`config.mk`:
```
export PLATFORM = sky130hd
export DESIGN_NAME = ptma_ctrl
export DESIGN_NICKNAME = d
export VERILOG_FILES = /design/src/hdl/polynomial_term_merge_add_top_defines.svh /design/src/hdl/ptma_pkg.sv /design/src/hdl/ptma_ctrl.sv
export SDC_FILE = /design/constraint.sdc
export NUM_CORES = 1
export LEC_CHECK = 0
export BUFFER_PORTS_ARGS = -buffer_cell sky130_fd_sc_hd__buf_4
export CAP_MARGIN = 20
export CORE_AREA = 2 2 39 41
export DETAILED_ROUTE_END_ITERATION = 8
export DIE_AREA = 0 0 41 43
export PLACE_DENSITY = 0.32
export SYNTH_ARGS = -nofsm -noshare
export SYNTH_HDL_FRONTEND = slang
export SYNTH_SLANG_ARGS = --single-unit
```
`constraint.sdc`:
```
create_clock -name clk -period 1.4 [get_ports clk]
set_clock_uncertainty 0.2 [all_clocks]
set_input_delay 0.28 -clock clk [delete_from_list [all_inputs] [get_ports clk]]
set_output_delay 0.28 -clock clk [all_outputs]
set_load 0.1 [all_outputs]
```
`src/hdl/polynomial_term_merge_add_top_defines.svh`:
```
// Assertion macros for the term merge adder.
`ifndef POLYNOMIAL_TERM_MERGE_ADD_TOP_DEFINES_SVH
`define POLYNOMIAL_TERM_MERGE_ADD_TOP_DEFINES_SVH
`ifndef SYNTHESIS
`define PTMA_ASSERT_SAME(lbl, clk, rst, pre, post, msg) \
  lbl: assert property (@(posedge clk) disable iff (rst) (pre) |-> (post)) else $error(msg);
`define PTMA_ASSERT_NEXT(lbl, clk, rst, pre, post, msg) \
  lbl: assert property (@(posedge clk) disable iff (rst) (pre) |=> (post)) else $error(msg);
`else
`define PTMA_ASSERT_SAME(lbl, clk, rst, pre, post, msg)
`define PTMA_ASSERT_NEXT(lbl, clk, rst, pre, post, msg)
`endif
`endif

```
`src/hdl/ptma_pkg.sv`:
```
package ptma_pkg;

  localparam int MAX_TERMS_DEF = 16;

  localparam int KIND_W = 2;
  localparam int COEF_W = 16;
  localparam int SUM_W  = 17;
  localparam int EXP_W  = 8;

  localparam logic [KIND_W-1:0] KIND_INS_A = 2'd0;
  localparam logic [KIND_W-1:0] KIND_INS_B = 2'd1;
  localparam logic [KIND_W-1:0] KIND_ADD   = 2'd2;

  typedef struct packed {
    logic [KIND_W-1:0]        kind;
    logic signed [COEF_W-1:0] term_coef;
    logic [EXP_W-1:0]         term_exponent;
  } item_t;

  typedef struct packed {
    logic signed [SUM_W-1:0] sum_coef;
    logic [EXP_W-1:0]        sum_exponent;
    logic                    last_term;
    logic                    empty_result;
  } result_t;

  typedef struct packed {
    logic push_a;
    logic push_b;
    logic load;
    logic step;
  } ctrl_cmd_t;

  typedef struct packed {
    logic out_free;
    logic last;
  } dp_stat_t;

endpackage

```
`src/hdl/ptma_ctrl.sv`:
```
module ptma_ctrl (
  input  logic                         clk,
  input  logic                         rst,
  input  logic                         in_valid,
  output logic                         in_ready,
  input  logic [ptma_pkg::KIND_W-1:0]  in_kind,
  input  ptma_pkg::dp_stat_t           stat,
  output ptma_pkg::ctrl_cmd_t          cmd
);

  localparam logic ST_IDLE  = 1'b0;
  localparam logic ST_MERGE = 1'b1;

  logic state;
  logic state_next;
  logic accept;

  assign in_ready = (state == ST_IDLE);
  assign accept   = in_valid && in_ready;

  always_comb begin
    state_next = state;
    cmd        = '0;
    unique case (state)
      ST_IDLE: begin
        if (accept) begin
          unique case (in_kind)
            ptma_pkg::KIND_INS_A: cmd.push_a = 1'b1;
            ptma_pkg::KIND_INS_B: cmd.push_b = 1'b1;
            ptma_pkg::KIND_ADD: begin
              cmd.load   = 1'b1;
              state_next = ST_MERGE;
            end
            default: ;
          endcase
        end
      end
      ST_MERGE: begin
        if (stat.out_free) begin
          cmd.step = 1'b1;
          if (stat.last) begin
            state_next = ST_IDLE;
          end
        end
      end
      default: state_next = ST_IDLE;
    endcase
  end

  always_ff @(posedge clk) begin
    if (rst) begin
      state <= ST_IDLE;
    end else begin
      state <= state_next;
    end
  end

endmodule

```
==> run summary <==
WS Path Type: in2out
RR Startpoint: state
area delta synth->final: 181%
R2R Path End: state
hold worst-path end: state
io pins: 12
top cells by area, synth: dfxtp_1 22%, and4bb_4 18%, and4bb_2 14%
largest register by flop count: state
CP Launch Type: input port
pwr dens: 501 nW/um2
synthesized instance count: 8
drt total wl: 374 um
first-pass GRT wire length: 545 um
# DRC: 0
worst hold path cell count: 2
largest fanout on the critical path: 3
Worst setup EP type: primary output
largest net degree at the start of global routing: 7
Clock Pin Slew Worst Setup and Hold Paths: 0 ns
cell area after synthesis: 90.1 um2
number of warnings issued by yosys: 0
max cap viols: 0
GP Congestion: 0.549
Worst R2R Setup Slack: 0.31 ns
area occupied by multi-input gates: 85.1 um2
sequential cell area: 21.3 um2
drt first pass iters: 1
asr flop ratio synth: 0%
total core area: 1380 um2
Top FF cell, synth: dfxtp_1
Worst-Skew Late Latency: 0 ns
Critical-path top delay cell: nor4b_4
vias in the first global route: 143
failing checks: setup timing
Final Hold Fails: 0
share of post-route cells with drive strength above 1: 89.5%
layout net count: 28
initial antenna violation count: 0
Regs by FF count: state (1)
min Tclk post-route: 1.41 ns
die area: 1760 um2
vias per inst: 3.34
final setup fails: 1
Slew @ Worst Pin: 0.280 ns
max reg flops: 1
Die Ht: 43 um
worst path cell trace: buf_8 > nor4b_4 > buf_6
row count: 14
Antenna Cells: 0
sequential element share of the synthesized area: 22.2%
Setup WS post-layout: -0.00803 ns
dpl cells: 35
Non-Filler Instances: 35
final period utilization: 101%
FF-to-FF path depth: 2
RSZ-0062 raised after global routing: yes
Peak Freq: 710 MHz
Final ANT Viol Nets: 0
Syn Area/Cell: 11.3 um2
worst-case hold slack: 0.337 ns
Unique masters post-synth: 8
WP data required: 0.92 ns
initial DRC count: 0
status: complete, but fails checks
gr usage total: 4.30%
#FFs+latches synth: 1
leakage power: 0.109 nW
CP max stage delay: 0.28 ns
Post-CTS Setup Bufs: 0
Peak VDD IR: 0.161 mV
HP Start: rst
hold crit path type: in2reg
max-slew violations: 0
routed vias: 117
CP arrival: 0.93 ns
Yosys top cell area share: 22.2%
EDFF count, synth: 0
Die Span X: 41 um
wire per inst: 10.7 um
initial core utilization: 6.51%
Max transition margin: 81.5%
PortBufs: 11
Layout fillers: 151
# hold bufs at CTS: 0
leading area contributor after synthesis: dfxtp_1
grt ovf: 0
Synthesized Nets: 15
-- worst max-delay path, delay by kind of cell --
family | cells | cell delay, ns
buf+inv | 2 | 0.36
simple gates | 1 | 0.28
-- layout make-up --
type / instances / area share (%)
Sequential cell: 1 / 8.42
Tap cell: 16 / 7.92
Multi-Input combinational cell: 6 / 33.7
Inverter: 1 / 1.49
Timing Repair Buffer: 11 / 48.5
-- how the worst max path moves through the flow --
stage	startpoint	end	slack (ns)
after floorplan	state	cmd[3]	-0.45
after global placement	in_kind[0]	cmd[1]	-0.09
after detailed placement	in_kind[0]	cmd[1]	-0.10
after CTS	in_kind[0]	cmd[3]	-0.005
after global routing	in_kind[0]	cmd[3]	-0.02
final	in_kind[0]	cmd[3]	-0.008
-- what timing repair did --
item / in CTS / in global routing
resized for setup: 9 / 1
pin swaps: 1 / 0
endpoints found under the setup margin: 3 / 1
-- logic make-up (layout without fill, tap and decap cells) --
logic type,count (synthesis),after routing,share of synthesized area [%]
AOI/OAI and AO/OA,2,2,23.6
buffers and inverters,1,12,4.16
DFF,1,1,22.2
and+or+nand+nor,4,4,50.0
-- where the power goes --
part / internal [mW] / leakage (nW) / switching, mW
sequential: 0.0307 / 0.00860 / 0.00223
combinational: 0.0384 / 0.101 / 0.0552
clock: 0 / 0 / 0
total: 0.0691 / 0.109 / 0.0575
-- cell usage in the layout (no fill, tap or decap) --
master    instances
a21boi_2          1
and2_2            1
and4bb_4          2
buf_12            2
buf_4             6
buf_6             2
buf_8             1
dfxtp_2           1
inv_1             1
nor4b_4           1
o21ba_1           1
-- per-stage QoR --
stage               instance area, um2  utilization [%]  setup WS [ns]  setup TNS (ns)  total power, mW
finish                             253             18.3       -0.00803        -0.00803            0.127
detailed placement                 213             15.4         -0.102          -0.268            0.115
floorplan                          110                -         -0.453          -0.453           0.0879
CTS                                249             18.0       -0.00453        -0.00453            0.126
global route                       253             18.3        -0.0189         -0.0189            0.130
global placement                   213             15.4        -0.0910          -0.237            0.114
-- metal layers --
metal / vias up / track usage [%] / share of wire, %
met2: 12 / 8.13 / 44
li1: 53 / - / -
met3: 0 / 2.09 / 23
met4: 0 / 0 / 0
met5: - / 0 / 0
met1: 52 / 4.14 / 33
Power figures use the tool's default switching activity.
