===== src/hdl/polynomial_term_merge_add_top_defines.svh =====
// Assertion macros for the term merge adder.
`ifndef POLYNOMIAL_TERM_MERGE_ADD_TOP_DEFINES_SVH
`define POLYNOMIAL_TERM_MERGE_ADD_TOP_DEFINES_SVH
`ifndef SYNTHESIS
`define PTMA_ASSERT_SAME(lbl, clk, rst, pre, post, msg) \
  lbl: assert property (@(posedge clk) disable iff (rst) (pre) |-> (post)) else $error(msg);
`define PTMA_ASSERT_NEXT(lbl, clk, rst, pre, post, msg) \
  lbl: assert property (@(posedge clk) disable iff (rst) (pre) |=> (post)) else $error(msg);
`else
`define PTMA_ASSERT_SAME(lbl, clk, rst, pre, post, msg)
`define PTMA_ASSERT_NEXT(lbl, clk, rst, pre, post, msg)
`endif
`endif


===== src/hdl/ptma_pkg.sv =====
package ptma_pkg;

  localparam int MAX_TERMS_DEF = 16;

  localparam int KIND_W = 2;
  localparam int COEF_W = 16;
  localparam int SUM_W  = 17;
  localparam int EXP_W  = 8;

  localparam logic [KIND_W-1:0] KIND_INS_A = 2'd0;
  localparam logic [KIND_W-1:0] KIND_INS_B = 2'd1;
  localparam logic [KIND_W-1:0] KIND_ADD   = 2'd2;

  typedef struct packed {
    logic [KIND_W-1:0]        kind;
    logic signed [COEF_W-1:0] term_coef;
    logic [EXP_W-1:0]         term_exponent;
  } item_t;

  typedef struct packed {
    logic signed [SUM_W-1:0] sum_coef;
    logic [EXP_W-1:0]        sum_exponent;
    logic                    last_term;
    logic                    empty_result;
  } result_t;

  typedef struct packed {
    logic push_a;
    logic push_b;
    logic load;
    logic step;
  } ctrl_cmd_t;

  typedef struct packed {
    logic out_free;
    logic last;
  } dp_stat_t;

endpackage


===== src/hdl/ptma_dp.sv =====
`include "polynomial_term_merge_add_top_defines.svh"

module ptma_dp #(
  parameter int MAX_TERMS = ptma_pkg::MAX_TERMS_DEF
) (
  input  logic                 clk,
  input  logic                 rst,
  input  ptma_pkg::ctrl_cmd_t  cmd,
  input  ptma_pkg::item_t      item,
  output ptma_pkg::dp_stat_t   stat,
  output logic                 res_valid,
  input  logic                 res_ready,
  output ptma_pkg::result_t    res
);

  localparam int ADDR_W = (MAX_TERMS > 1) ? $clog2(MAX_TERMS) : 1;
  localparam int CNT_W  = $clog2(MAX_TERMS + 1);
  localparam int DEPTH  = 1 << ADDR_W;

  logic signed [ptma_pkg::COEF_W-1:0] coef_a [DEPTH];
  logic [ptma_pkg::EXP_W-1:0]         exp_a  [DEPTH];
  logic signed [ptma_pkg::COEF_W-1:0] coef_b [DEPTH];
  logic [ptma_pkg::EXP_W-1:0]         exp_b  [DEPTH];

  logic [CNT_W-1:0] cnt_a;
  logic [CNT_W-1:0] cnt_b;
  logic [CNT_W-1:0] ia;
  logic [CNT_W-1:0] ib;
  logic [CNT_W-1:0] ia_next;
  logic [CNT_W-1:0] ib_next;
  logic [CNT_W-1:0] ia_left;
  logic [CNT_W-1:0] ib_left;
  logic [CNT_W-1:0] ia_dec;
  logic [CNT_W-1:0] ib_dec;
  logic [ADDR_W-1:0] rd_a;
  logic [ADDR_W-1:0] rd_b;

  logic signed [ptma_pkg::COEF_W-1:0] head_coef_a;
  logic [ptma_pkg::EXP_W-1:0]         head_exp_a;
  logic signed [ptma_pkg::COEF_W-1:0] head_coef_b;
  logic [ptma_pkg::EXP_W-1:0]         head_exp_b;

  logic                               a_has;
  logic                               b_has;
  logic                               take_a;
  logic                               take_b;
  logic signed [ptma_pkg::SUM_W-1:0]  add_a;
  logic signed [ptma_pkg::SUM_W-1:0]  add_b;
  ptma_pkg::result_t                  res_next;

  assign a_has  = (ia != '0);
  assign b_has  = (ib != '0);
  assign take_a = a_has && (!b_has || (head_exp_a >= head_exp_b));
  assign take_b = b_has && (!a_has || (head_exp_b >= head_exp_a));

  assign ia_left = ia - CNT_W'(take_a);
  assign ib_left = ib - CNT_W'(take_b);

  assign stat.out_free = !res_valid || res_ready;
  assign stat.last     = (ia_left == '0) && (ib_left == '0);

  always_comb begin
    ia_next = ia;
    ib_next = ib;
    if (cmd.load) begin
      ia_next = cnt_a;
      ib_next = cnt_b;
    end else if (cmd.step) begin
      ia_next = ia_left;
      ib_next = ib_left;
    end
  end

  assign ia_dec = ia_next - CNT_W'(1);
  assign ib_dec = ib_next - CNT_W'(1);
  assign rd_a   = ia_dec[ADDR_W-1:0];
  assign rd_b   = ib_dec[ADDR_W-1:0];

  // one merge step: sum on equal exponents, otherwise the larger exponent
  assign add_a = take_a ? ptma_pkg::SUM_W'(head_coef_a) : '0;
  assign add_b = take_b ? ptma_pkg::SUM_W'(head_coef_b) : '0;

  always_comb begin
    res_next.sum_coef     = add_a + add_b;
    res_next.sum_exponent = take_a ? head_exp_a : (take_b ? head_exp_b : '0);
    res_next.last_term    = stat.last;
    res_next.empty_result = !a_has && !b_has;
  end

  always_ff @(posedge clk) begin
    if (cmd.push_a && (cnt_a < CNT_W'(MAX_TERMS))) begin
      coef_a[cnt_a[ADDR_W-1:0]] <= item.term_coef;
      exp_a[cnt_a[ADDR_W-1:0]]  <= item.term_exponent;
    end
    if (cmd.push_b && (cnt_b < CNT_W'(MAX_TERMS))) begin
      coef_b[cnt_b[ADDR_W-1:0]] <= item.term_coef;
      exp_b[cnt_b[ADDR_W-1:0]]  <= item.term_exponent;
    end
    head_coef_a <= coef_a[rd_a];
    head_exp_a  <= exp_a[rd_a];
    head_coef_b <= coef_b[rd_b];
    head_exp_b  <= exp_b[rd_b];
  end

  always_ff @(posedge clk) begin
    if (rst) begin
      cnt_a <= '0;
      cnt_b <= '0;
      ia    <= '0;
      ib    <= '0;
    end else begin
      if (cmd.push_a && (cnt_a < CNT_W'(MAX_TERMS))) begin
        cnt_a <= cnt_a + CNT_W'(1);
      end
      if (cmd.push_b && (cnt_b < CNT_W'(MAX_TERMS))) begin
        cnt_b <= cnt_b + CNT_W'(1);
      end
      ia <= ia_next;
      ib <= ib_next;
    end
  end

  always_ff @(posedge clk) begin
    if (rst) begin
      res_valid <= 1'b0;
    end else if (cmd.step) begin
      res_valid <= 1'b1;
    end else if (res_ready) begin
      res_valid <= 1'b0;
    end
  end

  always_ff @(posedge clk) begin
    if (cmd.step) begin
      res <= res_next;
    end
  end

  `PTMA_ASSERT_SAME(a_no_overwrite, clk, rst, res_valid && !res_ready, !cmd.step, "step over held result")
  `PTMA_ASSERT_NEXT(a_last_drains, clk, rst, cmd.step && stat.last, (ia == '0) && (ib == '0), "lists not drained after last term")
  `PTMA_ASSERT_NEXT(a_step_consumes, clk, rst, cmd.step && (a_has || b_has), ($past(ia) != ia) || ($past(ib) != ib), "merge step consumed no term")
  `PTMA_ASSERT_SAME(a_no_push_in_merge, clk, rst, cmd.step || cmd.load, !cmd.push_a && !cmd.push_b, "insert during add")

endmodule


===== config.mk =====
export PLATFORM = sky130hd
export DESIGN_NAME = ptma_dp
export DESIGN_NICKNAME = d
export VERILOG_FILES = /design/src/hdl/ptma_pkg.sv /design/src/hdl/ptma_dp.sv
export VERILOG_INCLUDE_DIRS = /design/src /design/src/hdl
export SDC_FILE = /design/constraint.sdc
export NUM_CORES = 1
export LEC_CHECK = 0
export BUFFER_PORTS_ARGS = -buffer_cell sky130_fd_sc_hd__buf_2
export CAP_MARGIN = 15
export CELL_PAD_IN_SITES_DETAIL_PLACEMENT = 0
export CELL_PAD_IN_SITES_GLOBAL_PLACEMENT = 1
export CORE_MARGIN = 2
export CORE_UTILIZATION = 40
export CTS_CLUSTER_SIZE = 14
export DETAILED_ROUTE_END_ITERATION = 10
export GPL_TIMING_DRIVEN = 0
export HOLD_SLACK_MARGIN = 0.1
export PLACE_DENSITY = 0.64
export REMOVE_ABC_BUFFERS = 1
export SYNTH_ARGS = -nofsm -noshare
export SYNTH_HDL_FRONTEND = slang
export SYNTH_SLANG_ARGS = --single-unit

===== constraint.sdc =====
create_clock -name clk -period 16.5 [get_ports clk]
set_input_delay 2.475 -clock clk [delete_from_list [all_inputs] [get_ports clk]]
set_output_delay 2.475 -clock clk [all_outputs]
set_load 0.02 [all_outputs]

==> impl_metrics.yaml <==
run_status:
  outcome: "complete, no violations"
finish:
  mostFrequentLayoutCells: "sky130_fd_sc_hd__edfxtp_1, sky130_fd_sc_hd__mux4_2, sky130_fd_sc_hd__nand2_1"
  layout_commonest_cell: "sky130_fd_sc_hd__edfxtp_1"
  post_route_cells_drive_above_1_share_pct: 29.04
  post-route-cell-area_um2: 45110
  finalNonFillerCells: 3631
  insertedDiodeCount: 0
  relative_area_change_from_synthesis_to_final_layout_pct: 15.88
  nNetsFinal: 2348
  filler_cell_count: 8048
clocking:
  clkTransAtPathRegs_ns: 0.06
  tritoncts: "built"
  cts_hold_buffers: 0
  clock_insertion_delay_worst_skew_ns: 0.66
  ctsResizeCount: 0
  clock_sinks: 864
  cts_root_buffer: "sky130_fd_sc_hd__clkbuf_16"
  inserted_clock_buffers: 93
  clock_tree.buffer_depth: 3
  post-cts-setup-buffer-count: 0
  cts_max_level: 3
yosys:
  postSynthRegisterBits: 864
  synth_top_flop_cell: "sky130_fd_sc_hd__edfxtp_1"
  synth_cell_type_count: 71
  largest_area_contributor_in_the_synthesized_netlist: "sky130_fd_sc_hd__edfxtp_1"
  synth_top_area_share_pct: 61.33
  postSynthAreaPerCell_um2: 17.74
  fraction_of_registers_with_async_set_reset_pct: 0
  number_of_enable_flip_flop_cells_after_synthesis: 795
  yosys_warnings: 0
  synthTopCellsByArea: "sky130_fd_sc_hd__edfxtp_1, sky130_fd_sc_hd__mux4_2, sky130_fd_sc_hd__dfxtp_1"
  synth_sequential_area_ratio_pct: 64.88
  post_syn_area_um2: 38920
  synthCells: 2194
route:
  totalWireLength_um: 95140
  num_vias: 20910
  drc: 0
  post_drt_via_cell_ratio: 5.759
  detail-route-antenna-nets: 0
  drt_first_pass_iters: 6
  first_iter_violations: 1680
  route.detailed.wl_per_inst_um: 26.20
run:
  max_cap_viol_count: 0
global_routing:
  grt_antenna_before_repair: 0
  grt_first_pass_wirelength_um: 140800
  grt.overflow.total: 0
  grt.total_usage_pct: 19.24
  vias_in_the_first_global_route: 21740
  grt_max_degree: 81
power_and_ir_drop:
  vdd_ir_max_v: 0.00008048
  leakagePower_uw: 0.01475
  share_clk_of_total_power_pct: 31.8
  switching_share_pct: 29.63
  internal-power_uw: 4717
  switching_power_uw: 1986
  power.share.sequential_pct: 39.1
  power_density_nw_per_um2: 148.6
  p_comb_share_pct: 29.1
critical_path:
  setup.worst_path.end_class: "primary output"
  crit_family: "compound AO/OA/AOI/OAI gates"
  cpPeakStageDelay_ns: 0.73
  path_class: "reg2out"
  critical_path_startpoint_category: "register"
  list_of_cells_traversed_by_the_critical_path: "inv_1 -> ha_1 -> a21o_1 -> a21o_1 -> a211oi_1 -> a21o_1 -> ha_1 -> ha_1 -> nand4_1 -> nor3_1 -> nand3_1 -> nor3_1 -> buf_2"
  cp_max_fo: 25
  critical_path_required_ns: 14.03
  worst_ep_arrival_time_ns: 4.25
  worst_path_max_delay_cell: "sky130_fd_sc_hd__a21o_1"
  worstPathBufferInverterCount: 2
floorplan:
  std_cell_rows: 114
  design.die.area_um2: 99820
  pin_count: 63
  floorplan.die.width_um: 316.0
  starting_density_of_the_core_pct: 40.31
  core_region_area_um2: 96570
  die-height_um: 316.0
hold_path:
  holdCritPathClass: "reg2reg"
place:
  place_congestion: 0.7649
  hpwlAfterDp_um: 59290
  io_buffers: 60
  post-place-cells: 3456
  placement.cell_area_um2: 41960
sta:
  timing.clock.skew_ns: 0.02953
  rsz0062_at_grt: "no"
  maxSlewHeadroom_pct: 31.14
  setup_viol: 0
  timing_worst_slew_pin_value_ns: 1.033
  report.final.slew_viol_count: 0
  post-route-min-period_ns: 6.727
  clock.fmax_mhz: 148.7
  final_min_period_over_clock_period_pct: 40.77
  final-hold-violation-count: 0
-- flip-flops by register name, indices dropped and copies added, names as in the netlist --
signal / flops
coef_b: 256
head_coef_b: 16
cnt_a: 5
exp_a: 128
head_exp_a: 8
coef_a: 256
res_valid: 1
head_exp_b: 8
res: 27
ib: 5
cnt_b: 5
ia: 5
head_coef_a: 16
exp_b: 128
-- Yosys cell counts (3+ instances only) --
library cell,n
sky130_fd_sc_hd__mux4_2,312
sky130_fd_sc_hd__mux2_4,24
sky130_fd_sc_hd__o21a_1,4
sky130_fd_sc_hd__ha_1,38
sky130_fd_sc_hd__nand2b_1,33
sky130_fd_sc_hd__nand4_1,3
sky130_fd_sc_hd__a2111oi_0,41
sky130_fd_sc_hd__buf_2,62
sky130_fd_sc_hd__xnor2_1,17
sky130_fd_sc_hd__and2b_1,3
sky130_fd_sc_hd__a22o_1,8
sky130_fd_sc_hd__inv_1,22
sky130_fd_sc_hd__mux2i_1,49
sky130_fd_sc_hd__xor2_1,12
sky130_fd_sc_hd__a31o_2,3
sky130_fd_sc_hd__nor3_1,39
sky130_fd_sc_hd__a2111oi_2,5
sky130_fd_sc_hd__a211oi_1,15
sky130_fd_sc_hd__buf_6,4
sky130_fd_sc_hd__nand3_1,54
sky130_fd_sc_hd__dfxtp_1,69
sky130_fd_sc_hd__nor2_1,59
sky130_fd_sc_hd__buf_4,13
sky130_fd_sc_hd__a21o_1,8
sky130_fd_sc_hd__nor2b_1,8
sky130_fd_sc_hd__buf_1,12
sky130_fd_sc_hd__and3_1,23
sky130_fd_sc_hd__a31o_1,21
sky130_fd_sc_hd__nand2_1,191
sky130_fd_sc_hd__clkbuf_1,59
sky130_fd_sc_hd__a21oi_1,41
sky130_fd_sc_hd__a211oi_2,10
sky130_fd_sc_hd__a311oi_1,24
sky130_fd_sc_hd__o21bai_1,3
sky130_fd_sc_hd__and2_1,55
sky130_fd_sc_hd__edfxtp_1,795
sky130_fd_sc_hd__o21ai_0,10
-- routing by layer --
layer  vias to the layer above  global-route usage (%)  wire length (µm)
li1                       9153                       -                 -
met1                     11070                   26.85             41770
met2                       559                   31.43             45780
met3                       130                   3.050              5528
met4                         0                   5.396              2058
met5                         -                       0                 0
-- cell type report --
type / instances / area, µm² / share of cell area (%)
clock buffer: 117 / 2520 / 5.587
clock inverter: 57 / 615.6 / 1.365
inverter: 23 / 93.84 / 0.2080
multi-input combinational: 1156 / 13190 / 29.23
sequential: 864 / 25260 / 56.00
tap: 1276 / 1597 / 3.539
timing repair buffer: 138 / 1833 / 4.064
-- power groups by stage --
stage               Combinational, µW  Sequential [µW]  Clock, µW
detailed placement               1950             2670          0
floorplan                        1420             2670          0
finish                           1950             2620       2130
global route                     2100             2630       2260
CTS                              1960             2630       2180
global placement                 2100             2690          0
-- cell families after synthesis --
group                      after synthesis  share of synthesized area, %
muxes                                  387                         20.36
AOI/OAI and AO/OA                      213                         4.545
buffers and inverters                  174                         2.083
xor gates and xnor gates                33                        0.8486
and+or+nand+nor                        484                         6.008
DFF                                    864                         64.88
adders and majority gates               39                         1.273
-- worst register-to-register path: cells and delay by family (launching register included) --
family / cells / cell delay [ns]
flip-flops: 1 / 0.41
buffers and inverters: 4 / 0.99
AO/OA/AOI/OAI: 8 / 3.35
adder cells (fa/ha/maj): 3 / 0.89
AND/OR/NAND/NOR: 2 / 0.67
-- metrics by stage --
step           setup WS (ns)  power [µW]  setup TNS, ns  utilization, %  hold WS, ns
6_report               9.773        6703              0           46.71       0.4894
5_1_grt                9.440        6989              0           46.71       0.5114
4_1_cts                9.653        6769              0           46.70       0.4980
3_5_place_dp           8.953        4623              0           43.45       0.4892
3_3_place_gp          -2.955        4791        -113.89           41.52       0.4801
2_1_floorplan          5.227        4098              0               -       0.4640
-- final timing paths --
kind / endpoint / cells past startpoint / startpoint / slack [ns]
setup / recovery: stat[0] / 13 / head_exp_a[5] / 9.77
hold / removal: res_valid / 2 / res_valid / 0.49
setup reg to reg: head_coef_a[3] / 17 / head_exp_a[5] / 10.12
hold reg to reg: res_valid / 2 / res_valid / 0.49
Power figures use the tool's default switching activity.
